--- config.mk ---
export PLATFORM = sky130hd
export DESIGN_NAME = qsau_div
export DESIGN_NICKNAME = d
export VERILOG_FILES = /design/src/rtl/core/qsau_pkg.sv /design/src/rtl/core/qsau_div.sv
export SDC_FILE = /design/constraint.sdc
export NUM_CORES = 2
export LEC_CHECK = 0
export CAP_MARGIN = 40
export CORE_ASPECT_RATIO = 0.75
export CORE_MARGIN = 3
export CORE_UTILIZATION = 49
export CTS_BUF_LIST = sky130_fd_sc_hd__clkbuf_8 sky130_fd_sc_hd__clkbuf_16
export DETAILED_ROUTE_END_ITERATION = 6
export DONT_BUFFER_PORTS = 1
export PLACE_DENSITY = 0.73
export SYNTH_ARGS = -nofsm -noshare
export SYNTH_HDL_FRONTEND = slang
export SYNTH_SLANG_ARGS = --single-unit
--- constraint.sdc ---
create_clock -name clk -period 12.2 [get_ports clk]
set_input_delay 2.44 -clock clk [delete_from_list [all_inputs] [get_ports clk]]
set_output_delay 2.44 -clock clk [all_outputs]
set_load 0.03 [all_outputs]
--- src/rtl/core/qsau_pkg.sv ---
// ----------------------------------------------------------------------------
// qsau_pkg
// Shared constants and types of the small-angle quaternion update.
// ----------------------------------------------------------------------------
`default_nettype none

package qsau_pkg;

  // One result bit per square-root stage and per divider stage.
  localparam int SQRT_STEPS = 32;
  localparam int DIV_STEPS  = 32;

  // Register stages before the square root, and between root and divider.
  localparam int FRONT_STAGES = 7;
  localparam int MID_STAGES   = 1;
  localparam int TOTAL_STAGES = FRONT_STAGES + SQRT_STEPS + MID_STAGES + DIV_STEPS;

  localparam int MAG_W = 31;
  localparam int NUM_W = 62;

  typedef logic [MAG_W-1:0] mag_t;

  typedef struct packed {
    logic [3:0] sgn;
    logic       zero;
  } side_t;

  typedef struct packed {
    logic signed [31:0] w;
    logic signed [31:0] x;
    logic signed [31:0] y;
    logic signed [31:0] z;
    logic               zero;
  } res_t;

endpackage

`default_nettype wire

--- src/rtl/core/qsau_div.sv ---
// ----------------------------------------------------------------------------
// qsau_div
// Pipelined restoring divider, 62-bit numerator by 32-bit divisor, one
// quotient bit per stage. The quotient must fit in 32 bits.
// ----------------------------------------------------------------------------
`default_nettype none

module qsau_div (
  input  wire logic                         clk,
  input  wire logic                         en,
  input  wire logic [qsau_pkg::NUM_W-1:0]   num,
  input  wire logic [31:0]                  den,
  output logic      [31:0]                  quo
);

  localparam int N = qsau_pkg::DIV_STEPS;

  logic [31:0] rem_r [N];
  logic [31:0] q_r   [N];
  logic [31:0] lo_r  [N];
  logic [31:0] den_r [N];

  for (genvar k = 0; k < N; k++) begin : g_step
    logic [31:0] rem_in;
    logic [31:0] q_in;
    logic [31:0] lo_in;
    logic [31:0] den_in;
    logic [32:0] t;
    logic [31:0] rem_next;
    logic [31:0] q_next;

    if (k == 0) begin : g_first
      assign rem_in = 32'(num[qsau_pkg::NUM_W-1:32]);
      assign q_in   = '0;
      assign lo_in  = num[31:0];
      assign den_in = den;
    end else begin : g_rest
      assign rem_in = rem_r[k-1];
      assign q_in   = q_r[k-1];
      assign lo_in  = lo_r[k-1];
      assign den_in = den_r[k-1];
    end

    always_comb begin
      t      = {rem_in, lo_in[31-k]};
      q_next = q_in;
      if (t >= {1'b0, den_in}) begin
        rem_next       = 32'(t - {1'b0, den_in});
        q_next[31-k]   = 1'b1;
      end else begin
        rem_next       = t[31:0];
      end
    end

    always_ff @(posedge clk) begin
      if (en) begin
        rem_r[k] <= rem_next;
        q_r[k]   <= q_next;
        lo_r[k]  <= lo_in;
        den_r[k] <= den_in;
      end
    end
  end

  assign quo = q_r[N-1];

endmodule

`default_nettype wire

# Word level (Yosys, flattened, before mapping)
# Memory sizes are Yosys's and may differ from the RTL's.
# Index checks and enable logic that the tools add are counted.
[word_totals]
out_inout_bits = 32
n_memories = 4
word_cells = 134
mem_bits_rw = 4096
regBits = 0
in_bits = 96
[mem_list]
columns = ["name", "depth", "width", "rd", "rd_clocked_by_memory_dff", "write_ports", "line", "source"]
rows = [
  ["den_r", 32, 32, 31, 0, 32, "qsau_div.sv:21", "logic [31:0] den_r [N];"],
  ["lo_r", 32, 32, 31, 0, 32, "qsau_div.sv:20", "logic [31:0] lo_r [N];"],
  ["q_r", 32, 32, 32, 0, 32, "qsau_div.sv:19", "logic [31:0] q_r [N];"],
  ["rem_r", 32, 32, 31, 0, 32, "qsau_div.sv:18", "logic [31:0] rem_r [N];"],
]
[op_classes]
n_mux = 66
n_lt_le_gt_ge = 32
addsub = 32
[ops]
columns = ["operator", "n"]
rows = [
  ["$mux 32", 32],
  ["$ge 33x32->1", 31],
  ["$sub 32x32->32", 31],
  ["$mux 1", 34],
  ["$ge 31x32->1", 1],
  ["$sub 31x32->32", 1],
]

# Longest topological paths before layout
# An unclocked memory read counts as a cell.
[logic_depth]
word_depth = 3
mapped_depth = 15
mapped_depth_nobuf = 13

# Least setup slack after synthesis
# Ideal clock, no wire load.
[synth_path]
kind = "input to register"
startpoint = "input port num[31] in the netlist's numbering"
endpoint = "memory rem_r[0][10], data pin"
t_arrival_ns = 5.412
setup_time_ns = 0.260
n_path_buf = 1
stages = 13
required_time_ns = 11.940
slack_ns = 6.528
path_cell_list = "inv_1 ha_1 fa_1 nand2b_1 a21boi_0 o21ai_1 a21oi_1 o21ai_0 a2111oi_0 o211ai_1 a211oi_2 clkbuf_1 mux2_2"
[synth_lines]
columns = ["element", "line", "source"]
rows = [
  ["from (decl)", "qsau_div.sv:11", "input wire logic [qsau_pkg::NUM_W-1:0] num,"],
  ["to (decl)", "qsau_div.sv:18", ""],
]

==> metrics.cfg <==
[run_status]
status = complete, but fails checks
violations = slew limit

[clocking]
htree_levels = 5
cts_buffers = 314
hold_buffers = 0
cts_root_buffer = clkbuf_16
clk_pin_slew_worst_paths_ns = 0.06
cts_buffer_depth = 4
clock-sinks = 3008
post-cts-setup-buffers = 0
clk_latency_ns = 0.89
cts_resized = 0
cts_tree = built

[detailed_routing]
drtIter0Drc = 10152
via_count = 100052
totalWireLength_um = 345000
route.detailed.drc = 0
wl_per_cell_um = 19.6
dr.pass1.iters = 6
avgViaCountPerCell = 5.70
antenna_left = 0

[logic_synthesis]
yosysWarnings = 0
netlist_area_mm2 = 0.158
synth_top_area_frac = 0.571
synthTopCellsByCount = edfxtp_1 (3008), inv_1 (1313), ha_1 (1023), a21oi_1 (966), nand2_1 (702)
synthDistinctLibCells = 99
yosys-top-cells-area = edfxtp_1 (57%), ha_1 (8.1%), mux2_2 (4.2%), inv_1 (3.1%), a21oi_1 (3.1%)
seq_area_frac_synth = 0.571
synth_area_per_cell_um2 = 12.2
synth_edf_count = 3008
yosysMostFrequentCell = edfxtp_1
postSynth.asyncResetShare = 0
synth_ff_type = edfxtp_1
synth_fp_nets = 14154
syn_inst = 13004
synth-seq-cells = 3008
synth_largest_area_cell = edfxtp_1

[timing]
hold_ws_ns = 0.374
maxSlewViolCount = 31
slew-limit-headroom = -0.00765
hold_viol_final = 0
setup_tns_ns = 0
report.final.setup_viol = 0
max_freq_ghz = 0.142
finClkSkew_ns = 0.0692
fin_crit_ns = 7.05
period_share = 0.578
worstMarginPinSlew_ns = 1.51
rsz0062_at_grt = no

[floorplanning]
dieHeight_um = 498
core_area_mm2 = 0.321
dieArea_mm2 = 0.330
boundaryPins = 128
rows = 180
start_util = 0.493
die_w_um = 662

[global_route]
overflow = 0
track_usage = 0.203
grt_pass1_wl_um = 535000
grt_max_degree = 310
antenna_found_initial = 14
grt_pass1_vias = 93857

[flow_run]
cap_violations = 0

[power]
ir_drop_mv = 0.161
cellPowerDensity_mw_per_mm2 = 271
leakagePower_nw = 69.7

[final_layout]
seqCellArea_mm2 = 0.0903
fin_nets = 14195
drive_above_1_share = 0.0927
multi_input_comb_area_mm2 = 0.0618
nFillCells = 26623
synthToLayoutAreaGrowth_pct = 9.70

[setup_path]
r2r_slack_ns = 7.78
critPathRequiredTime_ns = 12.65
startpoint = en
reg2reg_from = rem_r[0][450]
reg2reg_to = rem_r[0][503]
worst_ep_arrival_time_ns = 7.50
critPathLaunchType = input pin
critical_path_class = input pin to register
setup.worst_path.end_class = register
critPathMaxFanout = 264
r2r_cells = 12
crit_path_end = rem_r[1][176]

[place]
dp_hpwl_um = 248000
place.gp.congestion = 0.916
io_buffer_count = 0

[hold_path]
hold_path.class = register to register

worst max-delay path, cell delays in order:
cell and delay, ns:
buf_16 0.43, buf_16 0.75, buf_16 0.78, buf_16 0.58, buf_16 0.61
cell families after synthesis:
family | share of synthesized area
buffers and inverters | 0.0397
AOI/OAI and AO/OA | 0.129
adders and majority gates | 0.0848
muxes | 0.0514
DFF | 0.571
xor gates and xnor gates | 0.0441
and+or+nand+nor | 0.0799
final cells by class:
type / count / area share
Inverter: 1315 / 0.0284
Multi-Input combinational cell: 8347 / 0.356
Sequential cell: 3008 / 0.520
Clock buffer: 325 / 0.0469
Antenna cell: 3 / 0.0000433
Tap cell: 4277 / 0.0308
Timing Repair Buffer: 59 / 0.00477
Clock inverter: 232 / 0.0126
layer usage:
metal / routed length (um) / GRT usage / up-vias / share of wire
li1: - / - / 48333 / -
met1: 162000 / 0.305 / 48038 / 0.47
met2: 151000 / 0.307 / 3155 / 0.44
met3: 24000 / 0.0326 / 518 / 0.069
met4: 7770 / 0.0485 / 8 / 0.023
met5: 50 / 0 / - / 0.00014
sequential cells by signal (all words and copies together) (netlist names):
register,count
lo_r,496
den_r,992
q_r,528
rem_r,992
how the worst min path moves through the flow:
stage | cells after the start | startpoint | slack (ns) | endpoint
after floorplan | 0 | lo_r[0][68] | 0.40 | lo_r[0][100]
after global placement | 0 | q_r[0][350] | 0.40 | q_r[0][382]
after detailed placement | 0 | lo_r[0][68] | 0.40 | lo_r[0][100]
after CTS | 0 | q_r[0][31] | 0.37 | q_r[0][63]
after global routing | 0 | q_r[0][31] | 0.38 | q_r[0][63]
final | 0 | q_r[0][95] | 0.37 | q_r[0][127]
where the power goes:
group | internal [W] | leakage, nW | switching [W]
Combinational | 0.00937 | 35.1 | 0.0116
Sequential | 0.0149 | 29.4 | 0.00152
Clock | 0.00566 | 5.18 | 0.00402
cells in the final DEF (no fill, tap or decap), types with 34 or more instances in the layout:
cell type | synthesis | final
a211oi_1 | 79 | 77
a21boi_0 | 49 | 49
a21o_1 | 581 | 581
a21oi_1 | 966 | 964
a31oi_1 | 102 | 101
and2_1 | 46 | 46
and3_1 | 116 | 116
and4_1 | 34 | 34
bufinv_16 | 0 | 39
clkbuf_16 | 0 | 325
clkinv_1 | 0 | 55
clkinv_2 | 0 | 50
edfxtp_1 | 3008 | 3008
ha_1 | 1023 | 1023
inv_1 | 1313 | 1357
mux2_2 | 585 | 585
mux2i_1 | 77 | 77
nand2_1 | 702 | 701
nand2b_1 | 136 | 136
nand3_1 | 219 | 219
nand4_1 | 187 | 187
nor2_1 | 650 | 650
nor2b_1 | 145 | 145
nor3_1 | 157 | 157
o211ai_1 | 63 | 63
o21a_1 | 146 | 146
o21ai_0 | 614 | 614
o21bai_1 | 124 | 124
o31ai_1 | 61 | 60
or3_1 | 48 | 48
xnor2_1 | 504 | 504
xor2_1 | 293 | 293
through the flow:
| stage | power, W | instances | worst slack, ns | instance area (um^2) | util |
|---|---|---|---|---|---|
| after floorplan | 0.0319 | 13004 | 6.53 | 158000 | - |
| after global placement | 0.0368 | 16989 | 4.89 | 163000 | 0.508 |
| after detailed placement | 0.0371 | 17003 | 4.74 | 163000 | 0.508 |
| after CTS | 0.0471 | 17560 | 5.65 | 173000 | 0.541 |
| after global routing | 0.0501 | 17564 | 5.17 | 174000 | 0.541 |
| final | 0.0471 | 17566 | 5.15 | 174000 | 0.541 |
No activity file was read; power rests on OpenSTA's default activity.
