--- src/rtl/core/qsau_pkg.sv ---
// ----------------------------------------------------------------------------
// qsau_pkg
// Shared constants and types of the small-angle quaternion update.
// ----------------------------------------------------------------------------
`default_nettype none

package qsau_pkg;

  // One result bit per square-root stage and per divider stage.
  localparam int SQRT_STEPS = 32;
  localparam int DIV_STEPS  = 32;

  // Register stages before the square root, and between root and divider.
  localparam int FRONT_STAGES = 7;
  localparam int MID_STAGES   = 1;
  localparam int TOTAL_STAGES = FRONT_STAGES + SQRT_STEPS + MID_STAGES + DIV_STEPS;

  localparam int MAG_W = 31;
  localparam int NUM_W = 62;

  typedef logic [MAG_W-1:0] mag_t;

  typedef struct packed {
    logic [3:0] sgn;
    logic       zero;
  } side_t;

  typedef struct packed {
    logic signed [31:0] w;
    logic signed [31:0] x;
    logic signed [31:0] y;
    logic signed [31:0] z;
    logic               zero;
  } res_t;

endpackage

`default_nettype wire

--- src/rtl/core/qsau_sqrt.sv ---
// ----------------------------------------------------------------------------
// qsau_sqrt
// Pipelined integer square root of a 64-bit value, one root bit per stage.
// ----------------------------------------------------------------------------
`default_nettype none

module qsau_sqrt (
  input  wire logic        clk,
  input  wire logic        en,
  input  wire logic [63:0] val,
  output logic      [31:0] root
);

  localparam int N = qsau_pkg::SQRT_STEPS;

  logic [63:0] v_r   [N];
  logic [63:0] res_r [N];

  for (genvar k = 0; k < N; k++) begin : g_step
    localparam logic [63:0] BIT = 64'(1) << (62 - 2 * k);
    logic [63:0] v_in;
    logic [63:0] res_in;
    logic [64:0] trial;
    logic [63:0] v_next;
    logic [63:0] res_next;

    if (k == 0) begin : g_first
      assign v_in   = val;
      assign res_in = '0;
    end else begin : g_rest
      assign v_in   = v_r[k-1];
      assign res_in = res_r[k-1];
    end

    always_comb begin
      trial = {1'b0, res_in} + {1'b0, BIT};
      if ({1'b0, v_in} >= trial) begin
        v_next   = v_in - trial[63:0];
        res_next = (res_in >> 1) + BIT;
      end else begin
        v_next   = v_in;
        res_next = res_in >> 1;
      end
    end

    always_ff @(posedge clk) begin
      if (en) begin
        v_r[k]   <= v_next;
        res_r[k] <= res_next;
      end
    end
  end

  assign root = res_r[N-1][31:0];

endmodule

`default_nettype wire

--- config.mk ---
export PLATFORM = sky130hd
export DESIGN_NAME = qsau_sqrt
export DESIGN_NICKNAME = d
export VERILOG_FILES = /design/src/rtl/core/qsau_pkg.sv /design/src/rtl/core/qsau_sqrt.sv
export SDC_FILE = /design/constraint.sdc
export NUM_CORES = 2
export LEC_CHECK = 0
export BUFFER_PORTS_ARGS = -buffer_cell sky130_fd_sc_hd__buf_2
export CAP_MARGIN = 40
export CORE_UTILIZATION = 69
export CTS_CLUSTER_SIZE = 10
export DETAILED_ROUTE_END_ITERATION = 12
export PLACE_DENSITY_LB_ADDON = 0.1
export SLEW_MARGIN = 30
export SYNTH_ARGS = -nofsm -noshare
export SYNTH_HDL_FRONTEND = slang
export SYNTH_SLANG_ARGS = --single-unit
--- constraint.sdc ---
create_clock -name clk -period 9.6 [get_ports clk]
set_input_delay 1.92 -clock clk [delete_from_list [all_inputs] [get_ports clk]]
set_output_delay 1.92 -clock clk [all_outputs]
set_load 0.02 [all_outputs]
After elaboration in Yosys (flattened, before gate mapping)
Memories as Yosys holds them, arrays and structs flattened.
Cells that the tools add are included.
{"block": "classes", "add_sub_neg": 94, "order_cmp": 32, "mux": 66}
{"op": "64-bit two-way mux", "n": 63}
{"op": "64-bit by 65-bit greater-or-equal comparator with 1-bit output", "n": 31}
{"op": "64-bit subtractor", "n": 31}
{"op": "64-bit by 1-bit adder with 65-bit output, second input constant", "n": 1}
{"op": "64-bit by 11-bit adder with 65-bit output, second input constant", "n": 1}
{"op": "64-bit by 13-bit adder with 65-bit output, second input constant", "n": 1}
{"op": "64-bit by 15-bit adder with 65-bit output, second input constant", "n": 1}
{"op": "64-bit by 17-bit adder with 65-bit output, second input constant", "n": 1}
{"op": "64-bit by 19-bit adder with 65-bit output, second input constant", "n": 1}
{"op": "64-bit by 21-bit adder with 65-bit output, second input constant", "n": 1}
{"op": "64-bit by 23-bit adder with 65-bit output, second input constant", "n": 1}
{"op": "64-bit by 25-bit adder with 65-bit output, second input constant", "n": 1}
{"op": "64-bit by 27-bit adder with 65-bit output, second input constant", "n": 1}
{"op": "64-bit by 29-bit adder with 65-bit output, second input constant", "n": 1}
{"op": "64-bit by 3-bit adder with 65-bit output, second input constant", "n": 1}
{"op": "64-bit by 31-bit adder with 65-bit output, second input constant", "n": 1}
{"op": "64-bit by 33-bit adder with 65-bit output, second input constant", "n": 1}
{"op": "64-bit by 35-bit adder with 65-bit output, second input constant", "n": 1}
{"op": "64-bit by 37-bit adder with 65-bit output, second input constant", "n": 1}
{"op": "64-bit by 39-bit adder with 65-bit output, second input constant", "n": 1}
{"op": "64-bit by 41-bit adder with 65-bit output, second input constant", "n": 1}
{"op": "64-bit by 43-bit adder with 65-bit output, second input constant", "n": 1}
{"op": "64-bit by 45-bit adder with 65-bit output, second input constant", "n": 1}
{"op": "64-bit by 47-bit adder with 65-bit output, second input constant", "n": 1}
{"op": "45 further kinds", "n": 46}
{"block": "totals", "register_bits": 0, "mem_bits_rw": 4096, "input_bits": 66, "word_cells": 194, "memories": 2}
{"memory": "res_r", "words": 32, "word_bits": 64, "rd": 32, "rd_clocked_by_memory_dff": 0, "wr": 32, "line": "qsau_sqrt.sv:17", "rtl": "logic [63:0] res_r [N];"}
{"memory": "v_r", "words": 32, "word_bits": 64, "rd": 31, "rd_clocked_by_memory_dff": 0, "wr": 32, "line": "qsau_sqrt.sv:16", "rtl": "logic [63:0] v_r [N];"}

Depth between registers and ports, before layout
An unclocked memory read counts as a cell.
{"block": "depth", "word_depth": 4, "ltp_mapped": 15, "mapped_depth_nobuf": 14}

Worst setup path after synthesis
Ideal clock, no wire load.
{"block": "synth_timing", "path_type": "reg-to-reg", "from": "memory v_r[18][27] (netlist: v_r[1][155])", "to": "memory v_r[19][60] (netlist: v_r[1][252]) (data pin)", "setup_time_ns": 0.271, "arrival_ns": 3.305, "slack_ns": 6.023, "stages_incl_launch_ff": 15, "n_path_buf": 1, "synth_period_minus_slack_ns": 3.577, "path_cell_list": "edfxtp_1 -> ha_1 -> a21oi_1 -> nand2_1 -> a211o_1 -> a2111oi_1 -> o22ai_1 -> or2_1 -> nor3_4 -> inv_2 -> o2111ai_1 -> or2_1 -> buf_2 -> nor4_1 -> xor2_1"}
{"element": "from (decl)", "line": "qsau_sqrt.sv:16"}

==> results by group <==
Global route
  – Pin count of the biggest net entering global routing: around 200
  – Number of global-route vias before repair: approximately 78k
  – First-pass GRT wire length: ~460000 um
  – Antenna violations before repair: 23
  – Global-route total usage across every layer: between 30% and 40%
  – Leftover overflow at the end of global routing: 0

Floorplanning
  – Number of rows in the core area: around 150
  – Core area: ~170000 um^2
  – Initial Utilization: 69.8%
  – Height of the die: about 420 um
  – Area of the die: around 180000 um^2
  – I/O pins: approximately 100
  – Floorplan die width: between 400 and 500 um

Status
  – Result of the run: complete, no violations

Clocking
  – # clock sinks: between 2k and 3k
  – Clock-pin slew of the registers on the worst-case setup and hold paths: ~0.05 ns
  – Clock insertion delay at the later pin of the skew report: 0.95 ns
  – Cell at the root of the clock tree: clkbuf_16
  – Maximum count of clock buffers along a single path: 4
  – TritonCTS clock tree: built
  – Clock buffers created by TritonCTS: around 310
  – Number of hold buffers added after cts: 0
  – PostCTS Resize Cnt: 0
  – Number of setup buffers added after CTS: 0
  – H-Tree Depth: 5

Cells and area
  – Share of layout cells above drive strength 1: around 7%
  – Number of nets in the layout: around 11k
  – Layout fillers: between 10k and 15k
  – Cell area after layout: 132000 um^2
  – Relative area change from synthesis to final layout: 9.89%
  – Commonest cells after routing, fill and taps aside: 2512 x edfxtp_1, 697 x inv_1, 634 x a21oi_1
  – Post-route core utilization: around 77%
  – Register cell area after layout: around 75000 um^2
  – Area of the multi-input gates: around 42000 um^2
  – Leading cell type in the layout, fill and taps excluded: edfxtp_1

Critical path
  – Critical path class: reg -> reg
  – Flop-to-flop setup slack: about 5.0 ns
  – Startpoint type of the worst setup path: register
  – Critical Path AT: between 5 and 6 ns
  – Maximum net fanout on the critical path: 59
  – Critical R2R Launch: v_r[1][727]$_DFFE_PP_
  – Capturing element type of the critical path: register
  – Critical path launch point: v_r[1][727]$_DFFE_PP_
  – Required time at the endpoint of the critical path: slightly above 10 ns

Place
  – DP HPWL: 216000 um
  – Routability-driven placement congestion ratio: around 0.95
  – Placed Instance Area: 124000 um^2
  – Count of port buffers added during placement: 97

STA
  – Final-report hold violation count: 0
  – Worst Tran Pin Value: ~1.2 ns
  – Setup repair after global routing missed its margin: no
  – TNS Setup: 0 ns
  – Max Clock Freq: around 220 MHz
  – Period minus WS final: roughly 4.6 ns
  – Final setup violation count: 0
  – Final count of pins violating max slew: 0
  – Maximum clock skew at final layout: between 0.08 and 0.09 ns
  – Worst-case headroom to the max-slew limit: between 20% and 30%
  – Final Cycle Share: 48.0%

Logic synthesis
  – Post-synth cell types: 95
  – Sequential-to-total area share from yosys stat: a little over three fifths
  – Async S/R FF share, synth: 0%
  – EDFF count, synth: 2512
  – Primary FF master, synth: edfxtp_1
  – Number of instances in the synthesized netlist: around 9.6k
  – Area of the mapped netlist: roughly 120000 um^2
  – Post-Syn Area per Cell: 12.5 um^2
  – Syn. warnings: 0
  – Syn Nets: approximately 10k
  – Register bit total from synthesis: 2512

Hold path
  – Path type of the worst min-delay path: reg -> reg
  – Source of the worst hold timing path: res_r[1][842]$_DFFE_PP_

Power and ir drop
  – Standby leakage power: about 50 nW
  – VDD IR max: approximately 0.00019 V
  – Power per cell area: about 240 nW/um^2

Route
  – DRC viols: 0
  – Number of iterations in the first detailed-routing pass: 7
  – Vias after detailed routing: approximately 81k
  – Count of routing violations after the opening detailed-route iteration: just under 10k
  – Final routed wire length divided by cell count: around 25 um
  – Detailed-route wire length: roughly 300000 um
  – Vias per cell: 6.60
  – Antenna violation net count after detailed routing: 0

Flow run
  – Number of max-cap violations: 0
## registers in the layout, summed over array words and instances, names as in the netlist
| name | flops |
|---|---|
| res_r | 528 |
| v_r | 1984 |
## layout make-up
class | instances | share of cell area (%)
inverters | 704 | 2.00
clock buffers | 335 | 5.91
multi-input cells | 6184 | 31.5
clock inverters | 25 | 0.172
repair buffers | 175 | 1.09
flip-flops and latches | 2512 | 57.1
well taps | 2310 | 2.19
diodes | 5 | 0.00947
## synthesized netlist by cell type (45+ instances only)
master | count | area (um^2)
a31oi_1 | 45 | 282
xor2_1 | 417 | 3650
o21ai_1 | 57 | 285
a21oi_1 | 634 | 3170
inv_1 | 697 | 2620
nor2_1 | 632 | 2370
nor2b_1 | 80 | 500
nand4_1 | 168 | 1050
nor4_1 | 356 | 2230
nand2b_1 | 100 | 626
nand2_1 | 624 | 2340
clkbuf_1 | 172 | 646
ha_1 | 558 | 6980
o21a_1 | 81 | 608
a21o_1 | 219 | 1640
xnor2_1 | 467 | 4090
or4_1 | 84 | 631
nor3_1 | 258 | 1290
nand3_1 | 168 | 841
o21bai_1 | 64 | 480
or3_1 | 88 | 551
mux2_2 | 69 | 777
o21ai_0 | 393 | 1970
edfxtp_1 | 2512 | 75400
## worst max-delay path, stage by stage (launching register included)
cell and delay (ns):
edfxtp_1 0.39, ha_1 0.45, nand2_1 0.22, nor4_1 0.70, nand4_1 0.16, or4_1 0.58
o21a_1 0.23, a21bo_2 0.18, buf_4 0.49, nand3_1 0.41, nor4_1 0.41, xor2_1 0.12
## metrics by stage
step | setup WS (ns) | cells | total power [mW] | hold slack (ns)
after floorplan | 6.02 | 9587 | 19.7 | 0.417
after global placement | 4.82 | 11900 | 21.8 | 0.423
after detailed placement | 4.94 | 11900 | 22.0 | 0.429
after CTS | 4.93 | 12200 | 31.9 | 0.382
after global routing | 4.75 | 12200 | 33.2 | 0.404
final | 4.99 | 12300 | 32.1 | 0.381
## power by group
group          total [mW]  switching (mW)  internal (mW)
Sequential           15.2            1.23           13.9
Combinational        6.94            4.20           2.74
Clock                9.93            4.19           5.74
## routing by layer
layer | GRT usage (%) | vias to the layer above | wire length (um)
li1 | - | 36300 | -
met1 | 46.9 | 39600 | 122000
met2 | 55.5 | 4252 | 145000
met3 | 6.70 | 736 | 28400
met4 | 12.4 | 20 | 11200
met5 | 0.445 | - | 229
## worst paths after layout
check,to,cells after the start
worst max-delay path,v_r[1][824]$_DFFE_PP_,11
worst max register to register,v_r[1][824]$_DFFE_PP_,11
worst min-delay path,res_r[1][905]$_DFFE_PP_,0
worst min register to register,res_r[1][905]$_DFFE_PP_,0
## cells by family (layout without fill, tap and decap cells)
group	Yosys count	count (layout)	share of synthesized area (%)
flops	2512	2512	62.7
xor+xnor	884	884	6.44
mux	99	99	0.910
compound gates	1799	1799	9.17
other cells	0	5	0
simple gates	2844	2844	12.2
buf+inv	891	1239	2.79
fa+ha+maj	558	558	5.81
(Power assumes the default switching activity.)
